==> src/hw/rtl/trdor_pkg.sv <==
// Shared types, constants and helpers for the torus dimension-order route block.
// No dependencies; every other file in hw/rtl refers to this package by scoped names.
package trdor_pkg;

   // Torus shape limits.
   localparam int MAX_DIMS  = 4;
   localparam int COORD_BITS = 8;

   // Fixed field widths of the interface.
   localparam int WORD_BITS    = 32;
   localparam int NUM_DIMS_W   = 3;
   localparam int SIZE_REG_W   = 8;
   localparam int NUM_SIZE_REGS = 4;
   localparam int AXIS_W       = 2;
   localparam int CSR_IDX_W    = 3;

   // Derived widths.
   localparam int DIM_IDX_W = $clog2(MAX_DIMS + 1);
   localparam int SIZE_W    = (COORD_BITS + 1 > SIZE_REG_W + 1) ? COORD_BITS + 1
                                                                 : SIZE_REG_W + 1;

   // Configuration register map.
   typedef enum logic [CSR_IDX_W-1:0] {
      CSR_NUM_DIMS   = 3'd0,
      CSR_SIZE_DIM0  = 3'd1,
      CSR_SIZE_DIM1  = 3'd2,
      CSR_SIZE_DIM2  = 3'd3,
      CSR_SIZE_DIM3  = 3'd4,
      CSR_OWN_COORDS = 3'd5
   } csr_index_type;

   typedef logic [COORD_BITS-1:0] coord_type;
   typedef logic [SIZE_W-1:0]     size_type;

   typedef struct packed {
      logic [WORD_BITS-1:0] source_coords;
      logic [WORD_BITS-1:0] dest_coords;
   } req_type;

   typedef struct packed {
      logic              on_route;
      logic              recv_valid;
      logic [AXIS_W-1:0] recv_dim;
      logic              recv_negative;
      logic              send_valid;
      logic [AXIS_W-1:0] send_dim;
      logic              send_negative;
   } rsp_type;

   // Per-dimension compare results handed to the decision logic.
   typedef struct packed {
      logic eq_src;  // own coordinate equals the source coordinate
      logic eq_dst;  // own coordinate equals the destination coordinate
      logic up;      // the shorter way from source to destination is the plus way
      logic seg;     // own coordinate lies on that walk
   } dim_flags_type;

   // Extracts the coordinate of dimension d; fields past the word read as zero.
   function automatic coord_type coord_of(input logic [WORD_BITS-1:0] word, input int d);
      logic [WORD_BITS-1:0] shifted;
      shifted = (d * COORD_BITS >= WORD_BITS) ? '0 : (word >> (d * COORD_BITS));
      return shifted[COORD_BITS-1:0];
   endfunction

endpackage

==> src/hw/rtl/trdor_csr.sv <==
// Configuration registers of the torus route block: dimension count, ring sizes, own position.
// Depends on trdor_pkg.
module trdor_csr (
   input  logic                                    clock,
   input  logic                                    reset,
   input  logic                                    csr_valid,
   input  logic [trdor_pkg::CSR_IDX_W-1:0]         csr_index,
   input  logic [trdor_pkg::WORD_BITS-1:0]         csr_wdata,
   output logic [trdor_pkg::DIM_IDX_W-1:0]         num_dims_eff,
   output trdor_pkg::size_type [trdor_pkg::MAX_DIMS-1:0] ring_size,
   output logic [trdor_pkg::WORD_BITS-1:0]         own_coords
);

   logic [trdor_pkg::NUM_DIMS_W-1:0] num_dims_ff, num_dims_in;
   logic [trdor_pkg::SIZE_REG_W-1:0] size_ff [trdor_pkg::NUM_SIZE_REGS];
   logic [trdor_pkg::SIZE_REG_W-1:0] size_in [trdor_pkg::NUM_SIZE_REGS];
   logic [trdor_pkg::WORD_BITS-1:0]  own_ff, own_in;

   always_comb begin
      num_dims_in = num_dims_ff;
      own_in      = own_ff;
      for (int k = 0; k < trdor_pkg::NUM_SIZE_REGS; k++) begin
         size_in[k] = size_ff[k];
      end
      if (csr_valid) begin
         unique case (trdor_pkg::csr_index_type'(csr_index))
            trdor_pkg::CSR_NUM_DIMS:   num_dims_in = csr_wdata[trdor_pkg::NUM_DIMS_W-1:0];
            trdor_pkg::CSR_SIZE_DIM0:  size_in[0]  = csr_wdata[trdor_pkg::SIZE_REG_W-1:0];
            trdor_pkg::CSR_SIZE_DIM1:  size_in[1]  = csr_wdata[trdor_pkg::SIZE_REG_W-1:0];
            trdor_pkg::CSR_SIZE_DIM2:  size_in[2]  = csr_wdata[trdor_pkg::SIZE_REG_W-1:0];
            trdor_pkg::CSR_SIZE_DIM3:  size_in[3]  = csr_wdata[trdor_pkg::SIZE_REG_W-1:0];
            trdor_pkg::CSR_OWN_COORDS: own_in      = csr_wdata;
            default: ;
         endcase
      end
   end

   always_ff @(posedge clock) begin
      if (reset) begin
         num_dims_ff <= trdor_pkg::NUM_DIMS_W'(trdor_pkg::MAX_DIMS);
         own_ff      <= '0;
         for (int k = 0; k < trdor_pkg::NUM_SIZE_REGS; k++) begin
            size_ff[k] <= trdor_pkg::SIZE_REG_W'(1);
         end
      end else begin
         num_dims_ff <= num_dims_in;
         own_ff      <= own_in;
         for (int k = 0; k < trdor_pkg::NUM_SIZE_REGS; k++) begin
            size_ff[k] <= size_in[k];
         end
      end
   end

   // A count of zero acts as one; counts above the limit act as the limit.
   always_comb begin
      if (num_dims_ff == '0) begin
         num_dims_eff = trdor_pkg::DIM_IDX_W'(1);
      end else if (32'(num_dims_ff) > trdor_pkg::MAX_DIMS) begin
         num_dims_eff = trdor_pkg::DIM_IDX_W'(trdor_pkg::MAX_DIMS);
      end else begin
         num_dims_eff = trdor_pkg::DIM_IDX_W'(num_dims_ff);
      end
   end

   // Dimensions without a size register have a full ring of 2^COORD_BITS.
   for (genvar d = 0; d < trdor_pkg::MAX_DIMS; d++) begin : g_size
      if (d < trdor_pkg::NUM_SIZE_REGS) begin : g_reg
         assign ring_size[d] = trdor_pkg::SIZE_W'(size_ff[d]);
      end else begin : g_full
         assign ring_size[d] = trdor_pkg::SIZE_W'(1) << trdor_pkg::COORD_BITS;
      end
   end

   assign own_coords = own_ff;

endmodule

==> src/hw/rtl/trdor_dim.sv <==
// Per-dimension ring compare: travel direction and whether this node sits on the walk.
// Depends on trdor_pkg.
module trdor_dim (
   input  trdor_pkg::coord_type     src,
   input  trdor_pkg::coord_type     dst,
   input  trdor_pkg::coord_type     own,
   input  trdor_pkg::size_type      size,
   output trdor_pkg::dim_flags_type flags
);

   logic                          direct_up;
   logic [trdor_pkg::COORD_BITS-1:0] span;
   trdor_pkg::size_type           span_x2;
   logic                          up;

   always_comb begin
      direct_up = (dst >= src);
      span      = direct_up ? (dst - src) : (src - dst);
      span_x2   = trdor_pkg::SIZE_W'({span, 1'b0});
      // Going the wrapping way is shorter when twice the distance exceeds the ring.
      up        = (span_x2 > size) ? !direct_up : direct_up;

      flags.eq_src = (own == src);
      flags.eq_dst = (own == dst);
      flags.up     = up;
      if (up) begin
         flags.seg = (src <= dst) ? (own >= src && own <= dst) : (own >= src || own <= dst);
      end else begin
         flags.seg = (src >= dst) ? (own <= src && own >= dst) : (own <= src || own >= dst);
      end
   end

endmodule

==> src/hw/rtl/trdor_decide.sv <==
// Route decision: combines per-dimension flags into the receive and send result.
// Depends on trdor_pkg.
module trdor_decide (
   input  logic [trdor_pkg::DIM_IDX_W-1:0]                num_dims_eff,
   input  trdor_pkg::dim_flags_type [trdor_pkg::MAX_DIMS-1:0] flags,
   output trdor_pkg::rsp_type                             rsp
);

   logic [trdor_pkg::DIM_IDX_W-1:0] leg;
   logic [trdor_pkg::DIM_IDX_W-1:0] ax;
   logic on, is_src, leg_up, leg_seg, ax_up, has_leg;

   always_comb begin
      // First dimension (lowest) still to be corrected at this node.
      leg = num_dims_eff;
      for (int d = trdor_pkg::MAX_DIMS - 1; d >= 0; d--) begin
         if (trdor_pkg::DIM_IDX_W'(d) < num_dims_eff && !flags[d].eq_dst) begin
            leg = trdor_pkg::DIM_IDX_W'(d);
         end
      end
      has_leg = (leg < num_dims_eff);

      // Highest dimension already moved away from the source is the arrival axis.
      ax      = '0;
      is_src  = 1'b1;
      on      = 1'b1;
      leg_up  = 1'b0;
      leg_seg = 1'b0;
      ax_up   = 1'b0;
      for (int d = 0; d < trdor_pkg::MAX_DIMS; d++) begin
         if (trdor_pkg::DIM_IDX_W'(d) < num_dims_eff && !flags[d].eq_src) begin
            ax     = trdor_pkg::DIM_IDX_W'(d);
            is_src = 1'b0;
            if (trdor_pkg::DIM_IDX_W'(d) > leg) begin
               on = 1'b0;
            end
         end
      end
      for (int d = 0; d < trdor_pkg::MAX_DIMS; d++) begin
         if (trdor_pkg::DIM_IDX_W'(d) == leg) begin
            leg_up  = flags[d].up;
            leg_seg = flags[d].seg;
         end
         if (trdor_pkg::DIM_IDX_W'(d) == ax) begin
            ax_up = flags[d].up;
         end
      end
      if (has_leg && !leg_seg) begin
         on = 1'b0;
      end

      rsp = '0;
      if (on) begin
         rsp.on_route = 1'b1;
         if (!is_src) begin
            rsp.recv_valid    = 1'b1;
            rsp.recv_dim      = ax[trdor_pkg::AXIS_W-1:0];
            rsp.recv_negative = ax_up;
         end
         if (has_leg) begin
            rsp.send_valid    = 1'b1;
            rsp.send_dim      = leg[trdor_pkg::AXIS_W-1:0];
            rsp.send_negative = !leg_up;
         end
      end
   end

endmodule

==> src/hw/rtl/torus_dimension_order_route.sv <==
// Top level of the torus dimension-order route block: request register, route logic and
// result register. Depends on trdor_pkg, trdor_csr, trdor_dim and trdor_decide.
//
//   Channel   Direction  Handshake              Payload
//   req_      in         req_valid/req_ready    trdor_pkg::req_type (source, destination)
//   rsp_      out        rsp_valid/rsp_ready    trdor_pkg::rsp_type (route decision)
//   csr_      in         csr_valid/csr_ready    csr_index, csr_wdata
//
// An accepted request is held in the request register while the route logic works on it,
// and the result register takes the decision once it is empty or its result is taken. A
// new request can be accepted every cycle while the result register is empty or its result
// is taken. Reset is synchronous and active high; it empties both stages and returns the
// configuration registers to their defaults. When the result is not taken, the request
// register still fills once, then req_ready drops until rsp_ready returns. csr_ready is always high.
module torus_dimension_order_route (
   input  logic                            clock,
   input  logic                            reset,
   input  logic                            req_valid,
   output logic                            req_ready,
   input  trdor_pkg::req_type              req_payload,
   output logic                            rsp_valid,
   input  logic                            rsp_ready,
   output trdor_pkg::rsp_type              rsp_payload,
   input  logic                            csr_valid,
   output logic                            csr_ready,
   input  logic [trdor_pkg::CSR_IDX_W-1:0] csr_index,
   input  logic [trdor_pkg::WORD_BITS-1:0] csr_wdata
);

   logic                                          s1_valid_ff, s1_valid_in;
   trdor_pkg::req_type                            s1_req_ff, s1_req_in;
   logic                                          out_valid_ff, out_valid_in;
   trdor_pkg::rsp_type                            out_rsp_ff, out_rsp_in;
   logic                                          req_accept, out_load;
   logic [trdor_pkg::DIM_IDX_W-1:0]               num_dims_eff;
   trdor_pkg::size_type [trdor_pkg::MAX_DIMS-1:0] ring_size;
   logic [trdor_pkg::WORD_BITS-1:0]               own_coords;
   trdor_pkg::dim_flags_type [trdor_pkg::MAX_DIMS-1:0] flags;
   trdor_pkg::rsp_type                            rsp_next;

   // Configuration is always accepted; the user must write it only while the block is idle (unchecked).
   assign csr_ready = 1'b1;

   trdor_csr u_csr (
      .clock        (clock),
      .reset        (reset),
      .csr_valid    (csr_valid),
      .csr_index    (csr_index),
      .csr_wdata    (csr_wdata),
      .num_dims_eff (num_dims_eff),
      .ring_size    (ring_size),
      .own_coords   (own_coords)
   );

   // One ring compare per dimension, all working in parallel on the registered request.
   for (genvar d = 0; d < trdor_pkg::MAX_DIMS; d++) begin : g_dim
      trdor_dim u_dim (
         .src   (trdor_pkg::coord_of(s1_req_ff.source_coords, d)),
         .dst   (trdor_pkg::coord_of(s1_req_ff.dest_coords, d)),
         .own   (trdor_pkg::coord_of(own_coords, d)),
         .size  (ring_size[d]),
         .flags (flags[d])
      );
   end

   trdor_decide u_decide (
      .num_dims_eff (num_dims_eff),
      .flags        (flags),
      .rsp          (rsp_next)
   );

   // With a request held, the result register loads when empty or being drained this cycle;
   // the request register can then take a new request in the same cycle.
   assign out_load   = s1_valid_ff && (!out_valid_ff || rsp_ready);
   assign req_ready  = !s1_valid_ff || out_load;
   assign req_accept = req_valid && req_ready;

   always_comb begin
      s1_req_in = req_accept ? req_payload : s1_req_ff;
      if (req_accept) begin
         s1_valid_in = 1'b1;
      end else if (out_load) begin
         s1_valid_in = 1'b0;
      end else begin
         s1_valid_in = s1_valid_ff;
      end

      out_rsp_in = out_load ? rsp_next : out_rsp_ff;
      if (out_load) begin
         out_valid_in = 1'b1;
      end else if (rsp_ready) begin
         out_valid_in = 1'b0;
      end else begin
         out_valid_in = out_valid_ff;
      end
   end

   always_ff @(posedge clock) begin
      if (reset) begin
         s1_valid_ff  <= 1'b0;
         out_valid_ff <= 1'b0;
      end else begin
         s1_valid_ff  <= s1_valid_in;
         out_valid_ff <= out_valid_in;
      end
   end

   always_ff @(posedge clock) begin
      s1_req_ff  <= s1_req_in;
      out_rsp_ff <= out_rsp_in;
   end

   assign rsp_valid   = out_valid_ff;
   assign rsp_payload = out_rsp_ff;

   // A node that receives or sends must be on the route.
   a_dir_on_route: assert property (@(posedge clock) disable iff (reset)
      rsp_valid && (rsp_payload.recv_valid || rsp_payload.send_valid)
      |-> rsp_payload.on_route)
      else $error("receive or send reported off the route");

   // An unused direction reports a zero axis and polarity.
   a_idle_dir_zero: assert property (@(posedge clock) disable iff (reset)
      rsp_valid |-> (rsp_payload.recv_valid || (rsp_payload.recv_dim == '0 &&
                     !rsp_payload.recv_negative)) &&
                    (rsp_payload.send_valid || (rsp_payload.send_dim == '0 &&
                     !rsp_payload.send_negative)))
      else $error("unused direction carries a nonzero axis or polarity");

   // A stalled result with a full request register must hold off new requests.
   a_stall_backpressure: assert property (@(posedge clock) disable iff (reset)
      s1_valid_ff && out_valid_ff && !rsp_ready |-> !req_ready)
      else $error("request accepted while both stages are held");

   // A request in the request register reaches the result register once drained.
   a_load_moves: assert property (@(posedge clock) disable iff (reset)
      out_load |=> rsp_valid)
      else $error("loaded result not presented");

endmodule

==> config.mk <==
export PLATFORM = sky130hd
export DESIGN_NAME = torus_dimension_order_route
export DESIGN_NICKNAME = d
export VERILOG_FILES = /design/src/hw/rtl/trdor_pkg.sv /design/src/hw/rtl/trdor_csr.sv /design/src/hw/rtl/trdor_dim.sv /design/src/hw/rtl/trdor_decide.sv /design/src/hw/rtl/torus_dimension_order_route.sv
export SDC_FILE = /design/constraint.sdc
export NUM_CORES = 1
export LEC_CHECK = 0
export ABC_AREA = 1
export BUFFER_PORTS_ARGS = -buffer_cell sky130_fd_sc_hd__buf_2
export CAP_MARGIN = 20
export CORE_ASPECT_RATIO = 0.7
export CORE_MARGIN = 2
export CORE_UTILIZATION = 55
export DETAILED_ROUTE_END_ITERATION = 10
export GPL_TIMING_DRIVEN = 0
export PLACE_DENSITY = 0.87
export SETUP_SLACK_MARGIN = 0.4
export SLEW_MARGIN = 0
export SYNTH_ARGS = -nofsm -noshare
export SYNTH_HDL_FRONTEND = slang
export SYNTH_HIERARCHICAL = 1
export SYNTH_SLANG_ARGS = --single-unit
==> constraint.sdc <==
create_clock -name clock -period 9.9 [get_ports clock]
set_input_delay 0.495 -clock clock [delete_from_list [all_inputs] [get_ports clock]]
set_output_delay 0.495 -clock clock [all_outputs]
set_load 0.05 [all_outputs]
# Word-level counts from Yosys, hierarchy flattened
# Memories as Yosys holds them, arrays and structs flattened.
# Cells that the tools add are included.
[classes]
addsub = 8
n_lt_le_gt_ge = 42
n_eq_ne = 19
n_mux = 73
n_bitwise = 5
reduce_logical = 55
[ops]
columns = ["cell", "count"]
rows = [
  [">= comparator 8 bit", 16],
  ["less-or-equal comparator 8 bit", 12],
  ["2-to-1 mux 8 bit", 12],
  ["equality test 8 bit", 8],
  ["subtractor 8 bit", 8],
  ["2-to-1 mux 1 bit", 49],
  ["greater-than comparator 9 x 8 -> 1 bit", 4],
  ["2-to-1 mux 32 bit", 1],
  ["logical AND 1 bit", 19],
  ["2-to-1 mux 3 bit", 6],
  ["logical NOT 1 bit", 16],
  ["logical NOT 3 bit", 4],
  ["logical OR 1 bit", 10],
  ["2-to-1 mux 9 bit", 1],
  ["2-to-1 mux 4 bit", 2],
  ["equality test 2 x 3 -> 1 bit, first input constant", 2],
  ["equality test 3 x 2 -> 1 bit, second input constant", 2],
  ["equality test 3 bit, second input constant", 2],
  ["greater-than comparator 1 x 3 -> 1 bit, first input constant", 2],
  ["greater-than comparator 2 x 3 -> 1 bit, first input constant", 2],
  ["less-than comparator 1 x 3 -> 1 bit, first input constant", 2],
  ["less-than comparator 2 x 3 -> 1 bit, first input constant", 2],
  ["AND reduction 2 bit", 3],
  ["equality test 2 bit, first input constant", 2],
  ["other kinds (10)", 15],
]
[totals]
ff_bits = 110
ramBits = 32
input_bits = 104
output_inout_bits = 12
elab_cells = 216
n_memories = 1
[memory_table]
columns = ["name", "words", "word_bits", "rd", "rd_clocked_by_memory_dff", "write_ports", "line_no", "source"]
rows = [
  ["u_csr.size_ff", 4, 8, 4, 0, 4, "trdor_csr.sv:15", "logic [trdor_pkg::SIZE_REG_W-1:0] size_ff [trdor_pkg::NUM_SIZE_REGS];"],
]

# Depth between registers and ports, before layout
# Gate-level depths: netlist of the first run.
[depth]
depth_word = 21
mapped_depth = 30

# Cells and area by module
# The synthesis of the first run kept the hierarchy.
[modules_own_cells]
columns = ["module", "instances", "cells_per_inst", "area_per_inst_um2", "seq_area_each_um2"]
rows = [
  ["trdor_dim at g_dim[0].u_dim ...", 2, 277, 1601.5, 0.0],
  ["trdor_dim at g_dim[2].u_dim ...", 2, 275, 1599.0, 0.0],
  ["trdor_csr", 1, 418, 2862.7, 1341.3],
  ["torus_dimension_order_route", 1, 87, 2294.7, 2232.1],
  ["trdor_decide", 1, 91, 447.9, 0.0],
]

# Worst setup path after synthesis of the first run
# Ideal clock, no wire load.
[synth_path]
path_type = "reg2reg"
from = "register s1_req_ff[24] (netlist bit)"
to = "register out_rsp_ff, in the netlist rsp_payload[8] (data pin)"
arrival_ps = 3201
required_ps = 9649
path_slack_ps = 6448
path_stages_with_launch = 30
path_buffers = 1
cell_sequence = "edfxtp_1 inv_1 ha_1 inv_1 fa_1 nand3_1 nand2_1 nand2_1 nand3_4 nand2_1 nand2_1 xnor2_1 inv_1 ha_1 nand2_1 inv_1 nand2_1 nand2_1 nand2_1 nand2_1 nand2_1 nand2_1 nand2_1 nand3_1 nand2_1 nand3_1 nand3_1 o21ai_4 inv_1 buf_4"
[synth_lines]
columns = ["item", "line_no", "source"]
rows = [
  ["start, declared", "torus_dimension_order_route.sv:31", "trdor_pkg::req_type s1_req_ff, s1_req_in;"],
  ["start signal, assigned", "torus_dimension_order_route.sv:109", "s1_req_ff <= s1_req_in;"],
  ["end signal, assigned", "torus_dimension_order_route.sv:110", "out_rsp_ff <= out_rsp_in;"],
  ["end, declared", "torus_dimension_order_route.sv:33", "trdor_pkg::rsp_type out_rsp_ff, out_rsp_in;"],
]

==> metrics.yaml, run 1 <==
synthesis:
  yosys-top-cells-area: "edfxtp_1 (18%), ha_1 (17%), nand2_1 (15%)"
  synth-edff-count: 73
  synth_cell_types: 36
  synth_seq_cells: 142
  ys.flop_type: "edfxtp_1"
  synth_area_sq_um: 12000
  syn_inst: 1700
  async_flop_share: 0
  ys_warn_count: 6
  yosysTopAreaCellShare: 0.183
  synth-seq-area-share: 0.298
  syn_avg_cell_area_sq_um: 7.06
  yosys.area.top_type: "edfxtp_1"
pwr:
  powerDensity_nw_per_um2: 141
  peakVddDrop_mv: 0.132
  p_switching_uw: 650
  sw_frac_of_total: 0.340
  intPower_mw: 1.26
  sequentialPowerShare: 0.350
  cellLeakagePower_nw: 7.45
  combPwrFrac: 0.296
  clkPwrFrac: 0.355
cts:
  cts-root-buf: "clkbuf_16"
  clockBufferDepth: 2
  cts_made_buffers: 17
  cts_setup_buffers: 0
  clock-sinks: 142
  cts_max_level: 4
  holdBufCountCts: 0
  clk_pin_slew_ns: 0.07
  ctsResizeCount: 0
  insertion_delay_ns: 0.44
  cts_tree: "done"
timing:
  maxSlewHeadroom: 0.453
  skew_ns: 0.0128
  min_period_ns: 4.28
  hold_viol: 0
  fin_setup_tns_ns: 0
  hold_slack_ns: 0.224
  fin_crit_sh: 0.433
  rsz0062_at_grt: "no"
  drv_slew: 0
  tightest_slew_ns: 0.820
  max_clock_freq_mhz: 233
  setup_viol: 0
  layout_setup_ws_ns: 5.62
routing:
  wl_met1_microns: 13800
  wl_met2_microns: 13000
  highest_layer: "met4"
  dr_wl_met3_microns: 2790
  viasPerCell: 5.25
  drc: 0
  post_drt_wl_per_cell_microns: 14.1
  num_vias: 11200
  drtPass1Iterations: 8
  finalWirelength_microns: 30000
  drtIter0Drc: 980
  drtAntennaViolNets: 0
critical_path:
  worstPathRequired_ns: 10.09
  path_buf_inv: 6
  cp.arrival_ns: 4.47
  cp_max_fo: 9
  cp_top_family: "simple AND/OR/NAND/NOR gates"
  startpoint_type: "register"
  crit_type: "register to register"
  critPathMostFrequentCell: "nand2_1"
  crit_path_max_incr_delay_ns: 0.43
  critPathSlowestCell: "edfxtp_1"
  end_kind: "register"
floorplanning:
  io_pins: 116
  initial_core_util: 0.557
  die_h_microns: 128
  die_w_microns: 181
  placeableCoreArea_sq_um: 21600
  dieArea_sq_um: 23000
  num_rows: 45
finish:
  nets: 2111
  final_layout_size_suffix_gt1_frac: 0.139
  finalNonFillerCells: 2132
  fill_cells: 1862
  fin_util: 0.629
  syn2layout_area_growth_pct: 13.1
  mostFrequentLayoutCells: "nand2_1 (481), inv_1 (300), nor2_1 (207), ha_1 (162), buf_2 (126)"
  final_common_cell: "nand2_1"
  diodes: 0
placed_design:
  port_buffers: 114
  gp_congestion: 0.927
  hpwlAfterDp_microns: 23800
  dp_cells: 2100
  dp_slack_ns: 5.78
grt:
  grt_max_degree: 34
  antenna_found_initial: 0
  grt_pass1_wl_microns: 48500
  grt-ovfl-total: 0
  track_usage: 0.262
  grt_pass1_vias: 10400
outcome:
  status: "finished clean"
job:
  max-cap-violations: 0
hold_path:
  worstHoldPathType: "primary input to register"
synthesized netlist by cell type (all sizes together) (18+ instances only):
cell / count
nand2: 502
edfxtp: 73
nand3: 135
xor2: 18
o21ai: 23
inv: 316
a21oi: 66
buf: 36
nand4: 19
dfxtp: 69
ha: 162
nor2: 228
through the flow:
step	cell area, sq um	power [mW]
after global routing	13600	2.02
after floorplan	12000	1.09
after detailed placement	13000	1.23
final	13600	1.91
after global placement	12900	1.21
after CTS	13600	1.91
per-layer routing:
metal / vias to the layer above / global-route usage
li1: 5578 / -
met4: 0 / 0.0726
met5: - / 0
met1: 5082 / 0.358
met3: 46 / 0.0656
met2: 478 / 0.416
power groups by stage:
stage / logic, mW / registers (mW) / clock network [mW]
global route: 0.638 / 0.671 / 0.711
global placement: 0.526 / 0.680 / 0
CTS: 0.555 / 0.668 / 0.685
finish: 0.565 / 0.668 / 0.678
floorplan: 0.411 / 0.680 / 0
detailed placement: 0.549 / 0.680 / 0
cell type report:
cell class                 count  area (sq um)  share of cell area
buffer                        37           274              0.0202
clock buffer                  19           464              0.0342
clock inverter                13           149              0.0110
inverter                     317          1190              0.0877
multi-input combinational   1207          6980               0.514
sequential                   142          3570               0.263
tap                          282           353              0.0260
timing repair buffer         115           591              0.0435
sequential cells by signal, summed over array words and instances (netlist names):
name and count:
s1_valid_ff 1, s1_req_ff 64, u_csr/own_coords 32, u_csr/num_dims_ff 3
rsp_valid 1, rsp_payload 9, u_csr/size_ff 32
final timing paths:
check,startpoint,end,slack (ns),cells after the start
hold / removal,req_payload[44],s1_req_ff[44]$_DFFE_PP_,0.22,1
setup reg to reg,s1_req_ff[0]$_DFFE_PP_,rsp_payload[8]$_DFFE_PP_,5.62,29
setup / recovery,s1_req_ff[0]$_DFFE_PP_,rsp_payload[8]$_DFFE_PP_,5.62,29
hold reg to reg,u_csr/size_ff[0][0]$_SDFFE_PP1P_,u_csr/size_ff[0][0]$_SDFFE_PP1P_,0.49,2
cell families after synthesis:
| family | synth area share |
|---|---|
| flip-flops | 0.298 |
| XOR/XNOR | 0.0204 |
| AND/OR/NAND/NOR | 0.318 |
| AO/OA/AOI/OAI | 0.0594 |
| other | 0.000625 |
| adder cells (fa/ha/maj) | 0.182 |
| buffers and inverters | 0.122 |
Power figures use the tool's default switching activity.
==> run 2: changes to the inputs <==
==> constraint.sdc (replaced) <==
create_clock -name clock -period 4.44 [get_ports clock]
set_input_delay 0.222 -clock clock [delete_from_list [all_inputs] [get_ports clock]]
set_output_delay 0.222 -clock clock [all_outputs]
set_load 0.05 [all_outputs]
==> metrics.yaml, run 2 (same netlist as run 1, synthesis figures left out) <==
critical_path:
  end_kind: "register"  # unchanged
  reg2reg_to: "rsp_payload[8]$_DFFE_PP_"  # unchanged
  cp.arrival_ns: 4.13  # was 4.47 ns
  crit_path_max_incr_delay_ns: 0.43  # about the same
  worstPathRequired_ns: 4.63  # was 10.09 ns
  r2r_slack_ns: 0.50  # was 5.62 ns
  critPathSlowestCell: "fa_2"  # was edfxtp_1
  r2r_start: "s1_req_ff[0]$_DFFE_PP_"  # unchanged
  critPathMostFrequentCell: "nand2_1"  # unchanged
  cp_max_fo: 8  # was 9
  crit_type: "register to register"  # unchanged
  startpoint_type: "register"  # unchanged
  cp_top_family: "simple AND/OR/NAND/NOR gates"  # unchanged
  reg2reg_depth: 29  # unchanged
  path_buf_inv: 6  # unchanged
finish:
  final_common_cell: "nand2_1"  # unchanged
  syn2layout_area_growth_pct: 21.5  # was 13.1%
  nets: 2199  # was 2111
  fill_cells: 1725  # was 1862
  stdcell_area_sq_um: 14600  # was 13600 sq um
  largest_register_ffs: 64  # unchanged
  regMostFlops: "s1_req_ff"  # unchanged
  fin_util: 0.676  # was 0.629
  finalNonFillerCells: 2221  # was 2132
  mostFrequentLayoutCells: "nand2_1 (468), inv_1 (295), nor2_1 (207), ha_1 (157), buf_2 (126)"  # was nand2_1 (481), inv_1 (300), nor2_1 (207), ha_1 (162), buf_2 (126)
  final_layout_size_suffix_gt1_frac: 0.164  # was 0.139
floorplanning:
  io_pins: 116  # unchanged
  placeableCoreArea_sq_um: 21600  # unchanged
  dieArea_sq_um: 23000  # unchanged
  initial_core_util: 0.557  # unchanged
  num_rows: 45  # unchanged
  die_w_microns: 181  # unchanged
  die_h_microns: 128  # unchanged
hold_path:
  hp-start: "req_valid"  # was req_payload[44]
  worstHoldPathType: "primary input to register"  # unchanged
  holdPathEnd: "s1_valid_ff$_SDFFE_PP0P_"  # was s1_req_ff[44]$_DFFE_PP_
  whs_path_depth: 3  # was 1
routing:
  finalWirelength_microns: 32500  # was 30000 microns
  post_drt_wl_per_cell_microns: 14.6  # was 14.1 microns
  drtAntennaViolNets: 0  # unchanged
  drtPass1Iterations: 5  # was 8
  drc: 0  # unchanged
  num_vias: 11700  # was 11.2k
  viasPerCell: 5.25  # about the same
  drtIter0Drc: 1120  # was 980
job:
  max-cap-violations: 0  # unchanged
timing:
  rsz0062_at_grt: "no"  # unchanged
  hold_slack_ns: 0.0497  # was 0.224 ns
  layout_setup_ws_ns: 0.496  # was 5.62 ns
  hold_viol: 0  # unchanged
  drv_slew: 0  # unchanged
  min_period_ns: 3.94  # was 4.28 ns
  setup_viol: 0  # unchanged
  max_clock_freq_mhz: 254  # was 233 MHz
  fin_crit_sh: 0.888  # was 0.433
  fin_setup_tns_ns: 0  # unchanged
  skew_ns: 0.0138  # was 0.0128 ns
  tightest_slew_ns: 0.818  # was 0.820 ns
  maxSlewHeadroom: 0.455  # was 0.453
grt:
  grt_use_met3: 0.0613  # was 0.0656
  grt_use_met1: 0.367  # was 0.358
  antenna_found_initial: 2  # was 0
  grt_pass1_wl_microns: 50600  # was 48500 microns
  top_usage_layer: "met2"  # unchanged
  grt_max_degree: 34  # unchanged
  track_usage: 0.273  # was 0.262
  grt_pass1_vias: 11000  # was 10.4k
  met2_usage: 0.444  # was 0.416
  grt-ovfl-total: 0  # unchanged
placed_design:
  dp_cells: 2100  # unchanged
  gp_congestion: 0.927  # unchanged
  hpwlAfterDp_microns: 23800  # unchanged
  dpl_cell_area_sq_um: 13000  # unchanged
  dp_slack_ns: 0.322  # was 5.78 ns
  port_buffers: 114  # unchanged
cts:
  clock-sinks: 142  # unchanged
  insertion_delay_ns: 0.44  # about the same
  clk_pin_slew_ns: 0.07  # about the same
  clockBufferDepth: 2  # unchanged
  cts_tree: "done"  # unchanged
  cts-root-buf: "clkbuf_16"  # unchanged
  cts_max_level: 4  # unchanged
  cts_made_buffers: 17  # unchanged
pwr:
  peakVddDrop_mv: 0.304  # was 0.132 mV
  cellLeakagePower_nw: 7.85  # was 7.45 nW
  finalPower_mw: 4.42  # was 1.91 mW
  powerDensity_nw_per_um2: 303  # was 141 nW/um^2
outcome:
  status: "finished clean"  # unchanged
==> run 2: worst max path at each step <==
stage	slack, ns	endpoint	cells past startpoint	startpoint
after floorplan	0.99	rsp_payload[8]$_DFFE_PP_	29	s1_req_ff[24]$_DFFE_PP_
after global placement	0.35	rsp_payload[8]$_DFFE_PP_	29	s1_req_ff[0]$_DFFE_PP_
after detailed placement	0.32	rsp_payload[8]$_DFFE_PP_	29	s1_req_ff[0]$_DFFE_PP_
after CTS	0.44	rsp_payload[8]$_DFFE_PP_	29	s1_req_ff[0]$_DFFE_PP_
after global routing	0.32	rsp_payload[8]$_DFFE_PP_	29	s1_req_ff[0]$_DFFE_PP_
final	0.50	rsp_payload[8]$_DFFE_PP_	29	s1_req_ff[0]$_DFFE_PP_
==> run 2: tightest hold or removal path, cell delays in order <==
cell	delay (ns)
buf_2	0.10
inv_1	0.06
a21oi_2	0.05
==> run 2: layout make-up <==
cell class              instances  area, sq um  area share
diodes                          1         2.50    0.000172
plain buffers                  37          274      0.0188
clock buffers                  19          464      0.0318
clock inverters                13          149      0.0102
inverters                     317         1190      0.0816
multi-input cells            1208         7170       0.492
flip-flops and latches        142         3570       0.245
well taps                     282          353      0.0242
repair buffers                202         1410      0.0967
==> run 2: what timing repair did <==
item | 4_1_cts | 5_1_grt
pin swaps | 2 | 20
endpoints found under the hold margin | 66 | 0
hold buffers | 65 | 0
setup endpoints to repair | 9 | 9
cloned | 1 | 0
setup buffers | 2 | 20
resized for setup | 3 | 45
==> run 2: power breakdown <==
part | total, mW | switching, mW | leakage [nW] | internal, mW
sequential | 1.49 | 0.0439 | 1.27 | 1.44
clock | 1.52 | 0.631 | 0.297 | 0.886
combinational | 1.41 | 0.845 | 6.28 | 0.569
total | 4.42 | 1.52 | 7.85 | 2.90
==> run 2: per-layer routing <==
metal	share of wire	up-vias	wire length (microns)
met5	0	-	0
met4	0.023	0	733
met3	0.085	68	2770
met2	0.44	534	14400
met1	0.45	5313	14500
li1	-	5753	-
==> run 3: changes to the inputs <==
--- a/config.mk
+++ b/config.mk
@@ -13,10 +13,9 @@
 export CORE_UTILIZATION = 55
 export DETAILED_ROUTE_END_ITERATION = 10
 export GPL_TIMING_DRIVEN = 0
-export PLACE_DENSITY = 0.87
+export PLACE_DENSITY = 0.88
 export SETUP_SLACK_MARGIN = 0.4
 export SLEW_MARGIN = 0
 export SYNTH_ARGS = -nofsm -noshare
 export SYNTH_HDL_FRONTEND = slang
-export SYNTH_HIERARCHICAL = 1
 export SYNTH_SLANG_ARGS = --single-unit
==> metrics.yaml, run 3 <==
placed_design:
  dpl_cell_area_sq_um: 11500  # was 13000 sq um
  dp_slack_ns: 0.0755  # was 0.322 ns
  gp_congestion: 0.938  # was 0.927
  hpwlAfterDp_microns: 21000  # was 23800 microns
  port_buffers: 114  # unchanged
  dp_cells: 1747  # was 2100
timing:
  layout_setup_ws_ns: 0.167  # was 0.496 ns
  skew_ns: 0.00944  # was 0.0138 ns
  fin_setup_tns_ns: 0  # unchanged
  fin_crit_sh: 0.962  # was 0.888
  setup_viol: 0  # unchanged
  hold_viol: 0  # unchanged
  rsz0062_at_grt: "yes"  # was no
  maxSlewHeadroom: 0.471  # was 0.455
  min_period_ns: 4.27  # was 3.94 ns
  drv_slew: 0  # unchanged
  max_clock_freq_mhz: 234  # was 254 MHz
  tightest_slew_ns: 0.793  # was 0.818 ns
synthesis:
  yosysTopAreaCellShare: 0.207  # was 0.183
  synth.mux.area_fraction: 0.000946  # was 0
  ys.flop_type: "edfxtp_1"  # unchanged
  synthAdderAreaFrac: 0.202  # was 0.182
  synth_cell_types: 51  # was 36
  async_flop_share: 0  # unchanged
  synth-edff-count: 73  # unchanged
  synthesis.nets: 1660
  ys_warn_count: 0  # was 6
  synth_area_sq_um: 10600  # was 12000 sq um
  synth_seq_cells: 142  # unchanged
  yosys.area_share.xor_xnor: 0.0165  # was 0.0204
  syn_avg_cell_area_sq_um: 7.62  # was 7.06 sq um
  synth_top_family_by_area: "simple AND/OR/NAND/NOR gates"  # unchanged
  synth_common_cells: "nand2_1 (304), inv_1 (250), ha_1 (158)"  # was nand2_1 (481), inv_1 (301), nor2_1 (207)
  synth.most_common_cell: "nand2_1"  # unchanged
  syn_inst: 1390  # was 1700
  synth-simple-area-share: 0.219  # was 0.318
  yosys-top-cells-area: "edfxtp_1 (21%), ha_1 (19%), dfxtp_1 (13%)"  # was edfxtp_1 (18%), ha_1 (17%), nand2_1 (15%)
  synth-compound-area-share: 0.123  # was 0.0594
  synth-seq-area-share: 0.338  # was 0.298
  yosys.area.top_type: "edfxtp_1"  # unchanged
critical_path:
  end_kind: "register"  # unchanged
  critPathSlowestCell: "edfxtp_1"  # was fa_2
  reg2reg_depth: 26  # was 29
  startpoint_type: "register"  # unchanged
  path_buf_inv: 5  # was 6
  crit_path_max_incr_delay_ns: 0.42  # was 0.43 ns
  worstPathRequired_ns: 4.72  # was 4.63 ns
  crit_type: "register to register"  # unchanged
  cp_max_fo: 6  # was 8
  critPathMostFrequentCell: "nor2_4"  # was nand2_1
  cp.arrival_ns: 4.56  # was 4.13 ns
  cp_top_family: "simple AND/OR/NAND/NOR gates"  # unchanged
  crit_cells: 26  # was 29
finish:
  regMostFlops: "s1_req_ff"  # unchanged
  nets: 1879  # was 2199
  fill_cells: 1443  # was 1725
  largest_register_ffs: 64  # unchanged
  final_layout_size_suffix_gt1_frac: 0.171  # was 0.164
  finalNonFillerCells: 1864  # was 2221
  final_common_cell: "nand2_1"  # unchanged
  mostFrequentLayoutCells: "nand2_1 (295), inv_1 (243), ha_1 (154), nor2_1 (117), buf_2 (115)"  # was nand2_1 (468), inv_1 (295), nor2_1 (207), ha_1 (157), buf_2 (126)
  diodes: 0  # was 1
  syn2layout_area_growth_pct: 24.3  # was 21.5%
  stdcell_area_sq_um: 13200  # was 14600 sq um
floorplanning:
  dieArea_sq_um: 20400  # was 23000 sq um
  initial_core_util: 0.561  # was 0.557
  die_h_microns: 120  # was 128 microns
  die_w_microns: 170  # was 181 microns
  io_pins: 116  # unchanged
  num_rows: 42  # was 45
  placeableCoreArea_sq_um: 18900  # was 21600 sq um
pwr:
  peakVddDrop_mv: 0.266  # was 0.304 mV
  powerDensity_nw_per_um2: 314  # was 303 nW/um^2
  cellLeakagePower_nw: 6.79  # was 7.85 nW
  finalPower_mw: 4.13  # was 4.42 mW
cts:
  clock-sinks: 142  # unchanged
  cts_made_buffers: 17  # unchanged
  cts_max_level: 4  # unchanged
  clk_pin_slew_ns: 0.06  # was 0.07 ns
  insertion_delay_ns: 0.43  # was 0.44 ns
  cts-root-buf: "clkbuf_16"  # unchanged
  cts_tree: "done"  # unchanged
  clockBufferDepth: 2  # unchanged
hold_path:
  worstHoldPathType: "primary input to register"  # unchanged
  whs_path_depth: 3  # unchanged
routing:
  finalWirelength_microns: 28800  # was 32500 microns
  drc: 0  # unchanged
  drtAntennaViolNets: 0  # unchanged
  viasPerCell: 5.37  # was 5.25
  num_vias: 10000  # was 11.7k
  post_drt_wl_per_cell_microns: 15.5  # was 14.6 microns
  drtPass1Iterations: 7  # was 5
  drtIter0Drc: 884  # was 1120
outcome:
  status: "finished clean"  # unchanged
grt:
  track_usage: 0.278  # was 0.273
  grt-ovfl-total: 0  # unchanged
  grt_max_degree: 40  # was 34
  grt_pass1_vias: 9492  # was 11.0k
  grt_pass1_wl_microns: 44800  # was 50600 microns
  antenna_found_initial: 0  # was 2
job:
  max-cap-violations: 0  # unchanged
## run 3: cell families (layout without fill, tap and decap cells)
logic type	count (synthesis)	in the layout
flops	142	142
fa+ha+maj	166	166
compound gates	238	238
simple gates	540	540
xor+xnor	20	20
mux	1	1
other cells	1	1
buf+inv	282	514
## run 3: per-stage QoR
step,hold WS [ns],utilization
final,0.0120,0.697
after CTS,0.00210,0.679
after global routing,0.0163,0.697
after detailed placement,0.400,0.608
after global placement,0.398,0.607
after floorplan,0.291,-
## run 3: worst paths after layout
check,start,endpoint,slack [ns]
worst min-delay path,csr_wdata[15],u_csr.own_coords[15]$_SDFFE_PP0P_,0.01
worst min register to register,u_csr.size_ff[0][7]$_SDFFE_PP0P_,u_csr.size_ff[0][7]$_SDFFE_PP0P_,0.46
worst max-delay path,s1_req_ff[0]$_DFFE_PP_,rsp_payload[1]$_SDFFCE_PN0P_,0.17
worst max register to register,s1_req_ff[0]$_DFFE_PP_,rsp_payload[1]$_SDFFCE_PN0P_,0.17
## run 3: routing by layer
layer | track usage | routed length [microns]
met1 | 0.371 | 12800
met5 | 0 | 0
met4 | 0.0710 | 539
met3 | 0.0554 | 2130
met2 | 0.464 | 13300
## run 3: area by class of cell
class,count,area [sq um],area share
Buffer,19,76.3,0.00580
Clock buffer,22,475,0.0361
Clock inverter,10,75.1,0.00571
Inverter,263,995,0.0756
Multi-Input combinational cell,966,6260,0.476
Sequential cell,142,3570,0.272
Tap cell,242,303,0.0230
Timing Repair Buffer,200,1400,0.106
## run 3: timing repair
item / in CTS / in global routing
pin swaps: 10 / 39
hold buffers: 65 / 0
setup endpoints to repair: 9 / 9
setup buffers: 12 / 8
endpoints found under the hold margin: 66 / 0
resized for setup: 15 / 72
## run 3: report_power, final
| group | switching [mW] | total, mW | internal (mW) |
|---|---|---|---|
| Clock | 0.592 | 1.36 | 0.768 |
| Sequential | 0.0403 | 1.48 | 1.44 |
| Combinational | 0.767 | 1.28 | 0.516 |
| Total | 1.40 | 4.13 | 2.73 |
## run 3: worst register-to-register path: stages (launching register included)
cell	delay, ns
edfxtp_1	0.42
inv_1	0.08
ha_2	0.17
inv_2	0.05
fa_2	0.42
a21oi_4	0.22
nor2_4	0.05
nor2_4	0.25
clkinv_4	0.14
nor2_4	0.11
o22ai_2	0.09
xor2_1	0.23
inv_1	0.15
ha_4	0.28
buf_6	0.12
a21oi_4	0.11
nand3_2	0.10
nand2_2	0.10
a21oi_2	0.06
o21ai_2	0.22
nand2_4	0.08
nand2_2	0.06
nand3_2	0.07
and2_4	0.18
nand2_4	0.09
nand3_4	0.12
nor2_4	0.15
